--- src/sv/ukmv_pkg.sv ---
// Shared types and constants of the knapsack unit.
`default_nettype none
package ukmv_pkg;

  localparam int MAX_BUDGET = 16383;
  localparam int DEPTH      = MAX_BUDGET + 1;
  localparam int ADDR_W     = $clog2(DEPTH);

  localparam int VALUE_W  = 13;
  localparam int PRICE_W  = 14;
  localparam int BUDGET_W = 14;
  localparam int VAL_W    = 28;
  localparam int OUT_W    = 27;
  localparam int PADDR_W  = 3;
  localparam int PDATA_W  = 32;

  localparam logic [VAL_W-1:0] TABLE_SAT = {VAL_W{1'b1}};
  localparam logic [VAL_W-1:0] OUT_SAT   = VAL_W'({OUT_W{1'b1}});

  // Register index of budget_cents (paddr[2] selects the register)
  localparam logic REG_BUDGET = 1'b0;

  // One table entry: reachable flag and best value for that spend
  typedef struct packed {
    logic             vld;
    logic [VAL_W-1:0] val;
  } entry_t;

  typedef enum logic [2:0] {
    ST_CLEAR,
    ST_IDLE,
    ST_SWEEP,
    ST_DRAIN,
    ST_SCAN,
    ST_SCAN_DRAIN
  } state_t;

  // Sequencer controls toward the datapath
  typedef struct packed {
    logic              sweep;
    logic              scan;
    logic              clear_we;
    logic              scan_done;
    logic [ADDR_W-1:0] addr;
    logic [ADDR_W-1:0] src;
  } ctl_t;

  // Budget limited to the table size
  function automatic logic [ADDR_W-1:0] clamp_budget(input logic [BUDGET_W-1:0] b);
    logic [31:0] wide;
    wide = 32'(b);
    return (wide > 32'(MAX_BUDGET)) ? ADDR_W'(MAX_BUDGET) : ADDR_W'(wide);
  endfunction

endpackage
`default_nettype wire

--- src/sv/ukmv_alu.sv ---
// Shared relax unit: saturating add, compare and select.
`default_nettype none
module ukmv_alu (
  input  wire logic                          a_vld,
  input  wire logic [ukmv_pkg::VAL_W-1:0]    a_val,
  input  wire logic [ukmv_pkg::VALUE_W-1:0]  addend,
  input  wire logic                          b_vld,
  input  wire logic [ukmv_pkg::VAL_W-1:0]    b_val,
  output ukmv_pkg::entry_t                   res
);

  logic [ukmv_pkg::VAL_W:0]   sum;
  logic [ukmv_pkg::VAL_W-1:0] cand;
  logic                       take;

  // cand = min(a + addend, saturation); keep it if it beats b
  always_comb begin
    sum  = {1'b0, a_val} + (ukmv_pkg::VAL_W + 1)'(addend);
    cand = sum[ukmv_pkg::VAL_W] ? ukmv_pkg::TABLE_SAT : sum[ukmv_pkg::VAL_W-1:0];
    take = a_vld && (!b_vld || (cand > b_val));
    res.val = take ? cand : b_val;
    res.vld = take || b_vld;
  end

endmodule
`default_nettype wire

--- config.mk ---
export PLATFORM = sky130hd
export DESIGN_NAME = ukmv_alu
export DESIGN_NICKNAME = d
export VERILOG_FILES = /design/src/sv/ukmv_pkg.sv /design/src/sv/ukmv_alu.sv
export SDC_FILE = /design/constraint.sdc
export NUM_CORES = 1
export LEC_CHECK = 0
export BUFFER_PORTS_ARGS = -buffer_cell sky130_fd_sc_hd__buf_2
export CAP_MARGIN = 20
export CORE_UTILIZATION = 52
export DETAILED_ROUTE_END_ITERATION = 10
export MAX_ROUTING_LAYER = met4
export PLACE_DENSITY_LB_ADDON = 0.15
export SLEW_MARGIN = 25
export SYNTH_ARGS = -nofsm -noshare
export SYNTH_HDL_FRONTEND = slang
export SYNTH_SLANG_ARGS = --single-unit
--- constraint.sdc ---
create_clock -name vclk -period 5.6
set_clock_uncertainty 0.1 [all_clocks]
set_input_delay 0.56 -clock vclk [all_inputs]
set_output_delay 0.56 -clock vclk [all_outputs]
set_load 0.02 [all_outputs]
==> results.py <==
metrics = {
    "placement": {
        "placedCellCount": 507,
        "pre_cts_ws_ns": 0.130,
        "place_hpwl_um": 6330,
        "placed_cell_area_sq_mm": 0.00313,
        "place.gp.congestion": 0.897,
        "portBuffers": 100,
    },
    "synth": {
        "synth_top_cell_area_share_pct": 20.0,
        "synth_warnings": 0,
        "syn_nets": 456,
        "avgSynthCellArea_sq_um": 7.49,
        "syn_inst": 343,
        "yosys-top-cells-area": "ha_1, mux2_4, inv_1",
        "yosysSeqAreaShare_pct": 0,
        "synth_area_leader_cell": "ha_1",
        "yosysUniqueCellTypes": 65,
        "synth_area_sq_mm": 0.00257,
    },
    "final_layout": {
        "seq_cells": 0,
        "layout.nets": 561,
        "syn_to_final_growth_pct": 24.0,
        "final_util_pct": 67.4,
        "fin_cells": 513,
        "register_area_sq_um": 0,
        "drive_gt1_share_pct": 33.6,
        "multi_input_area_sq_mm": 0.00238,
        "fillers": 442,
        "clock_buffers": 0,
        "design_area_sq_mm": 0.00318,
        "n_antenna_cell": 0,
    },
    "pwr": {
        "vdd_drop_max_mv": 0.0515,
        "p_total_mw": 0.379,
        "p_leak_nw": 1.64,
        "p_per_area_mw_per_mm2": 119,
    },
    "run_status": {
        "status": "finished clean",
    },
    "sta": {
        "setup_viol": 0,
        "holdWs_ns": 1.37,
        "worst_pin_slew_ns": 0.497,
        "grt_setup_unrepaired": "false",
        "slew_headroom_pct": 66.6,
        "fin_ws_ns": 0.260,
        "finalMaxSlewViolations": 0,
        "period_share_pct": 95.4,
        "fmax_mhz": 187,
        "hold_viol": 0,
        "final.min_clock_period_ns": 5.34,
        "tns_ns": 0,
    },
    "critical_path": {
        "cp-end-kind": "primary output",
        "worst-path-max-fanout": 15,
        "cp.arrival_ns": 4.68,
        "start_kind": "input port",
        "cp.required_ns": 4.94,
        "critPathKind": "in -> out",
    },
    "drt": {
        "vias_per_cell": 5.93,
        "drc_errors": 0,
        "detail_route.wl_per_cell_um": 14.5,
        "via_count": 3042,
        "postRouteAntennaNets": 0,
        "drt_iter0_markers": 157,
        "drt_pass1_iterations": 5,
        "drt-total-wl_um": 7420,
    },
    "global_routing": {
        "grt_pass1_vias": 2635,
        "grt_usage_pct": 28.3,
        "antenna_found_initial": 0,
        "grt_pass1_wl_um": 11700,
        "grt_max_degree": 16,
        "overflow": 0,
    },
    "floorplan": {
        "die_x_um": 72.3,
        "num_io_pins": 100,
        "row_count": 25,
        "die_h_um": 72.3,
        "start_util_pct": 54.4,
        "die_area_sq_mm": 0.00523,
        "core_area_sq_mm": 0.00472,
    },
    "worst_hold_path": {
        "min_from": "b_vld",
        "hold_class": "in -> out",
        "whs_path_depth": 4,
        "whs_endpoint": "res[28]",
    },
    "flow_run": {
        "cap_violations": 0,
    },
    "clocking": {
        "ctsHoldBuffers": 0,
    },
}
[what timing repair did]
action                     4_1_cts  5_1_grt
setup buffers                    0        6
resized for setup                0        2
setup endpoints to repair        0       28
[cell families after synthesis]
family / synth area share (%)
compound gates: 32.1
xor+xnor: 5.46
fa+ha+maj: 20.8
buf+inv: 7.50
mux: 10.6
simple gates: 23.6
[area by class of cell]
type	instances	share of cell area, %
Multi-Input combinational cell	299	74.7
Tap cell	67	2.63
Timing Repair Buffer	111	18.4
Inverter	36	4.24
[where the power goes]
part / total, mW / switching [mW] / internal [mW]
combinational: 0.379 / 0.217 / 0.162
sequential: 0 / 0 / 0
clock: 0 / 0 / 0
[per-layer routing]
metal  vias up  track usage [%]  wire (um)
met1      1401             39.5       3480
met2       120             47.2       3490
met3         8            0.556        401
met4         0             2.61         55
met5         -                -          0
li1       1513                -          -
[synthesized netlist by cell type, types with 2 or more instances]
library cell and n:
ha_1 41, inv_1 35, nand2_1 35, a21oi_1 25, nor2_1 15, o21ai_0 13
xnor2_1 13, nand3_1 12, nand4_1 12, a21o_1 11, mux2_4 11, a31oi_1 9
a221oi_1 8, and4_1 8, mux2_2 6, and3_1 5, o21ai_1 5, a211oi_1 4
and2_1 4, mux2i_1 4, o211ai_1 4, a2111oi_2 3, buf_2 3, nor2b_1 3
nor3_1 3, o31ai_1 3, xor2_1 3, a21boi_0 2, a41oi_1 2, nand2b_1 2
o211a_1 2, o211ai_2 2, o21a_1 2, o221ai_1 2
[worst max-delay path by stage]
stage	start	end	slack, ns	cells past startpoint
global placement	a_val[0]	res[4]	0.26	17
floorplan	a_val[0]	res[20]	0.44	16
detailed placement	a_val[0]	res[2]	0.13	18
finish	a_val[0]	res[14]	0.26	18
CTS	a_val[0]	res[2]	0.12	18
global route	a_val[0]	res[2]	0.02	18
[placed cells by master, fill, tap and decap left out, types with 10 or more instances in the layout]
cell and count:
nor2_1 14, buf_4 10, buf_2 100, inv_1 35
mux2_4 11, a21o_1 11, xnor2_1 13, a21oi_1 25
ha_1 41, nand3_1 12, nand2_1 35, nand4_1 12
o21ai_0 13
[critical path, stage by stage]
cell	delay (ns)
buf_2	0.10
ha_1	0.22
fa_1	0.44
a211oi_2	0.30
o211ai_1	0.17
and2_1	0.22
o31ai_4	0.29
buf_4	0.26
nand2_1	0.07
ha_1	0.30
a21oi_1	0.16
o21ai_1	0.12
a2111oi_2	0.41
o211a_1	0.29
o22ai_4	0.10
buf_4	0.20
mux2_4	0.30
buf_2	0.16
(Power assumes the default switching activity.)
