==> src/sv/ukmv_pkg.sv <==
// Shared types and constants of the knapsack unit.
`default_nettype none
package ukmv_pkg;

  localparam int MAX_BUDGET = 16383;
  localparam int DEPTH      = MAX_BUDGET + 1;
  localparam int ADDR_W     = $clog2(DEPTH);

  localparam int VALUE_W  = 13;
  localparam int PRICE_W  = 14;
  localparam int BUDGET_W = 14;
  localparam int VAL_W    = 28;
  localparam int OUT_W    = 27;
  localparam int PADDR_W  = 3;
  localparam int PDATA_W  = 32;

  localparam logic [VAL_W-1:0] TABLE_SAT = {VAL_W{1'b1}};
  localparam logic [VAL_W-1:0] OUT_SAT   = VAL_W'({OUT_W{1'b1}});

  // Register index of budget_cents (paddr[2] selects the register)
  localparam logic REG_BUDGET = 1'b0;

  // One table entry: reachable flag and best value for that spend
  typedef struct packed {
    logic             vld;
    logic [VAL_W-1:0] val;
  } entry_t;

  typedef enum logic [2:0] {
    ST_CLEAR,
    ST_IDLE,
    ST_SWEEP,
    ST_DRAIN,
    ST_SCAN,
    ST_SCAN_DRAIN
  } state_t;

  // Sequencer controls toward the datapath
  typedef struct packed {
    logic              sweep;
    logic              scan;
    logic              clear_we;
    logic              scan_done;
    logic [ADDR_W-1:0] addr;
    logic [ADDR_W-1:0] src;
  } ctl_t;

  // Budget limited to the table size
  function automatic logic [ADDR_W-1:0] clamp_budget(input logic [BUDGET_W-1:0] b);
    logic [31:0] wide;
    wide = 32'(b);
    return (wide > 32'(MAX_BUDGET)) ? ADDR_W'(MAX_BUDGET) : ADDR_W'(wide);
  endfunction

endpackage
`default_nettype wire

==> src/sv/ukmv_ctrl.sv <==
// Sequencer: clear pass, per-item sweep and final scan over the table.
`default_nettype none
module ukmv_ctrl (
  input  wire logic                          clk,
  input  wire logic                          rst_n,
  input  wire logic                          start,
  input  wire logic [ukmv_pkg::PRICE_W-1:0]  in_price,
  input  wire logic                          in_last,
  input  wire logic [ukmv_pkg::ADDR_W-1:0]   budget_eff,
  output logic                               busy,
  output ukmv_pkg::ctl_t                     ctl
);

  ukmv_pkg::state_t              state_r, state_nxt;
  logic [ukmv_pkg::ADDR_W-1:0]   cnt_r, cnt_nxt;
  logic [ukmv_pkg::ADDR_W-1:0]   price_r;
  logic                          last_r;
  logic                          accept;
  logic                          price_fits;
  logic                          cnt_at_max;

  assign accept     = start && (state_r == ukmv_pkg::ST_IDLE);
  assign price_fits = (in_price != '0) && (32'(in_price) <= 32'(budget_eff));
  assign cnt_at_max = (cnt_r == ukmv_pkg::ADDR_W'(ukmv_pkg::MAX_BUDGET));

  // Next state and address counter
  always_comb begin
    state_nxt = state_r;
    cnt_nxt   = cnt_r;
    case (state_r)
      ukmv_pkg::ST_CLEAR: begin
        cnt_nxt = cnt_r + 1'b1;
        if (cnt_at_max) begin
          state_nxt = ukmv_pkg::ST_IDLE;
          cnt_nxt   = '0;
        end
      end
      ukmv_pkg::ST_IDLE: begin
        cnt_nxt = '0;
        if (accept && price_fits) begin
          state_nxt = ukmv_pkg::ST_SWEEP;
          cnt_nxt   = ukmv_pkg::ADDR_W'(in_price);
        end else if (accept && in_last) begin
          state_nxt = ukmv_pkg::ST_SCAN;
        end
      end
      ukmv_pkg::ST_SWEEP: begin
        cnt_nxt = cnt_r + 1'b1;
        if (cnt_r == budget_eff) begin
          state_nxt = ukmv_pkg::ST_DRAIN;
          cnt_nxt   = '0;
        end
      end
      ukmv_pkg::ST_DRAIN: begin
        cnt_nxt   = '0;
        state_nxt = last_r ? ukmv_pkg::ST_SCAN : ukmv_pkg::ST_IDLE;
      end
      ukmv_pkg::ST_SCAN: begin
        cnt_nxt = cnt_r + 1'b1;
        if (cnt_at_max) begin
          state_nxt = ukmv_pkg::ST_SCAN_DRAIN;
          cnt_nxt   = '0;
        end
      end
      ukmv_pkg::ST_SCAN_DRAIN: begin
        cnt_nxt   = '0;
        state_nxt = ukmv_pkg::ST_IDLE;
      end
      default: begin
        cnt_nxt   = '0;
        state_nxt = ukmv_pkg::ST_CLEAR;
      end
    endcase
  end

  // Controls toward the datapath
  always_comb begin
    busy          = (state_r != ukmv_pkg::ST_IDLE);
    ctl.sweep     = (state_r == ukmv_pkg::ST_SWEEP);
    ctl.scan      = (state_r == ukmv_pkg::ST_SCAN);
    ctl.clear_we  = (state_r == ukmv_pkg::ST_SCAN) || (state_r == ukmv_pkg::ST_CLEAR);
    ctl.scan_done = (state_r == ukmv_pkg::ST_SCAN_DRAIN);
    ctl.addr      = cnt_r;
    ctl.src       = cnt_r - price_r;
  end

  always_ff @(posedge clk) begin
    if (!rst_n) begin
      state_r <= ukmv_pkg::ST_CLEAR;
      cnt_r   <= '0;
      last_r  <= 1'b0;
    end else begin
      state_r <= state_nxt;
      cnt_r   <= cnt_nxt;
      if (accept) begin
        last_r <= in_last;
      end
    end
  end

  // Item price held for the source address
  always_ff @(posedge clk) begin
    if (accept) begin
      price_r <= ukmv_pkg::ADDR_W'(in_price);
    end
  end

endmodule
`default_nettype wire

==> config.mk <==
export PLATFORM = sky130hd
export DESIGN_NAME = ukmv_ctrl
export DESIGN_NICKNAME = d
export VERILOG_FILES = /design/src/sv/ukmv_pkg.sv /design/src/sv/ukmv_ctrl.sv
export SDC_FILE = /design/constraint.sdc
export NUM_CORES = 1
export LEC_CHECK = 0
export BUFFER_PORTS_ARGS = -buffer_cell sky130_fd_sc_hd__clkbuf_2
export CAP_MARGIN = 20
export CORE_MARGIN = 8
export CORE_UTILIZATION = 49
export DETAILED_ROUTE_END_ITERATION = 8
export GPL_TIMING_DRIVEN = 0
export PLACE_DENSITY = 0.87
export SYNTH_ARGS = -nofsm -noshare
export SYNTH_HDL_FRONTEND = slang
export SYNTH_SLANG_ARGS = --single-unit
==> constraint.sdc <==
create_clock -name clk -period 2.05 [get_ports clk]
set_input_delay 0.205 -clock clk [delete_from_list [all_inputs] [get_ports clk]]
set_output_delay 0.205 -clock clk [all_outputs]
set_load 0.01 [all_outputs]
==> results.md <==
- Status: finished, violations left
- Violated checks: setup timing
- # setup viols final: 10
- # clock sinks: 32
- Netlist cell types: 52
- Setup TNS: -3.29 ns
- Critical path depth: 9
- Worst r2r path cells: 9
- Sw Ratio: 0.280
- CTS tree: done
- Synth cell count leaders: 49 x inv_1, 28 x ha_1, 28 x xor2_1
- #FFs+latches synth: 32
- DRT antenna net count: 0
- P_leak: 1.75 nW
- Max incr delay on CP: 0.39 ns
- Placed cells: 434
- Main synth FF type: dfxtp_1
- Num rows: 27
- Overall via count from detail_route: 2650
- Antenna cells: 0
- Cell Pwr Density: 402 mW/mm^2
- GRT overflow: 0
- Sequential area share after synthesis: 0.290
- Final Cell Area: 0.00352 mm^2
- First-iteration detailed-routing DRC count: 230
- CP Launch Type: flip-flop
- Worst R2R Start: cnt_r[0]
- Clock slew at reported path FFs: 0.07 ns
- WP data required: 1.85 ns
- Final total power: 1.42 mW
- Final WS setup: -0.577 ns
- Crit path from: price_r[2]
- Gate Count Post-Synth: 298
- Pint: 1.02 mW
- Hold depth: 1
- Synthesis-to-finish area growth: 30.7%
- Die width: 90.1 um
- Flop pwr share: 0.480
- Initial antenna violation count: 0
- Vias in the first global route: 2597
- Largest area contributor in the netlist: edfxtp_1
- Hold Violations, Final: 0
- YS warnings: 0
- Die area: 0.00813 mm^2
- Worst hold path startpoint: in_price[0]
- Synth top area cells: edfxtp_1 16%, dfxtp_1 13%, ha_1 13%, xor2_1 9.1%, inv_1 6.8%
- Worst rel slew slack: 0.632
- GRT Util Overall: 0.190
- Initial Util: 0.498
- Netlist Area Pre-Place: 0.00269 mm^2
- Final worst path period need: 2.63 ns
- Clock Tree Buf Depth: 2
- Hold-fix buffers, CTS: 0
- DP HPWL: 5880 um
- Routability cong.: 0.870
- Achievable Freq: 381 MHz
- WS Path Type: flip-flop to output pin
- Fin cells: 463
- Placed instance area: 0.00312 mm^2
- Die Height: 90.1 um
- RSZ-0062 raised after global routing: yes
- First-pass GRT wire length: 12700 um
- Port bufs: 64
- # IOs: 65
- Combinational group share of total power: 0.197
- Crit path cell chain: inv_2 > ha_4 > nor2b_2 > o31a_1 > o41ai_4 > o21bai_2 > a221o_1 > xor2_2 > clkbuf_2
- Peak VDD IR: 325 uV
- Worst skew pair latency: 0.29 ns
- Critical Path AT: 2.42 ns
- Worst path slowest cell: edfxtp_1
- Post-DR vias/cell: 5.72
- Clk pwr share: 0.324
- Slew @ Worst Pin: 0.553 ns
- Root Buffer: clkbuf_8
- Worst Path Buf+Inv: 2
- Syn_nets: 359
- WL per Instance: 17.6 um
- CTS Buf Count: 5
- Slew Limit Fails: 0
- Synth top area share: 0.156
- Final worst-path cycle share: 1.28
- Share of cells above drive strength 1: 0.371
- Syn avg cell area: 9.04 um^2
- Critical Path Fanout Max: 4
- Dpl ws: -0.432 ns
- CTS H-tree depth: 2
- Core ar.: 0.00541 mm^2
- P_sw: 0.396 mW
- Leading cell type by number of instances after synthesis: inv_1
- Pin count of the biggest net entering global routing: 18
- WL final: 8130 um
- Hold crit path type: input port to flip-flop
- Clk_skew: 0.00845 ns
- TritonRoute pass-1 iters: 6
- Drt drc: 0
- Max cap viols: 0
- CP endpoint kind: output pin
- Crit-path leading delay family: compound AO/OA/AOI/OAI gates
- Number of synthesized flops with an enable pin: 14
- Final nets: 451
- FFs w/ async S/R, synth: 0
power by group through the flow:
stage	clock network [mW]	logic (mW)	registers (mW)
detailed placement	0	0.230	0.697
finish	0.458	0.279	0.679
CTS	0.458	0.255	0.678
global placement	0	0.219	0.697
global route	0.481	0.306	0.680
floorplan	0	0.128	0.695
through the flow:
stage | hold slack [ns] | util
after detailed placement | 0.446 | 0.577
after CTS | 0.154 | 0.621
after global routing | 0.149 | 0.652
final | 0.162 | 0.652
after global placement | 0.445 | 0.577
after floorplan | 0.304 | -
what timing repair did:
action / 4_1_cts / 5_1_grt
setup endpoints to repair: 20 / 22
gates resized for setup: 18 / 28
setup buffers: 12 / 11
gates cloned: 0 / 1
pin swaps: 17 / 22
logic make-up (layout without fill, tap and decap cells):
logic type	Yosys count	in the layout	share of synthesized area
buffers and inverters	55	148	0.0822
flip-flops	32	32	0.290
XOR/XNOR	35	35	0.114
adder cells (fa/ha/maj)	29	29	0.137
AND/OR/NAND/NOR	84	84	0.184
AO/OA/AOI/OAI	63	63	0.192
worst paths after layout:
path	to	slack, ns
worst min register to register	last_r	0.51
worst max register to register	cnt_r[5]	0.09
worst min-delay path	price_r[0]	0.16
worst max-delay path	ctl[12]	-0.58
cell usage in the layout, fill, tap and decap left out, types with 5 or more instances in the layout:
cell type / synthesis / layout
o32a_1: 9 / 9
nand2_1: 9 / 9
dfxtp_1: 18 / 10
o21ai_0: 9 / 8
dfxtp_2: 0 / 5
buf_2: 3 / 11
inv_1: 49 / 46
o32a_2: 5 / 5
a21oi_1: 9 / 6
nand3_1: 8 / 7
clkbuf_8: 0 / 5
clkbuf_2: 0 / 56
xnor2_1: 7 / 6
o21a_1: 5 / 5
and3_1: 7 / 7
edfxtp_1: 14 / 14
buf_4: 1 / 19
xor2_1: 28 / 26
ha_1: 28 / 24
nor2_1: 27 / 27
a21o_1: 5 / 5
sequential cells by signal, summed over array words and instances (netlist names):
| name | flops |
|---|---|
| cnt_r | 14 |
| last_r | 1 |
| price_r | 14 |
| state_r | 3 |
layer usage:
metal  vias up  routed length (um)  share of wire  track usage
met5         -                   0              0            0
met4         0                 187          0.023       0.0777
met3        20                 643          0.079       0.0374
met2       147                3980           0.49        0.323
met1      1237                3320           0.41        0.229
li1       1246                   -              -            -
final cells by class:
class / instances / area [um^2]
multi-input cells: 211 / 1840
repair buffers: 85 / 489
inverters: 49 / 184
well taps: 72 / 90.1
clock buffers: 6 / 72.6
plain buffers: 6 / 37.5
fillers: 428 / 1880
flip-flops and latches: 32 / 798
clock inverters: 2 / 7.51
No activity file was read; power rests on OpenSTA's default activity.
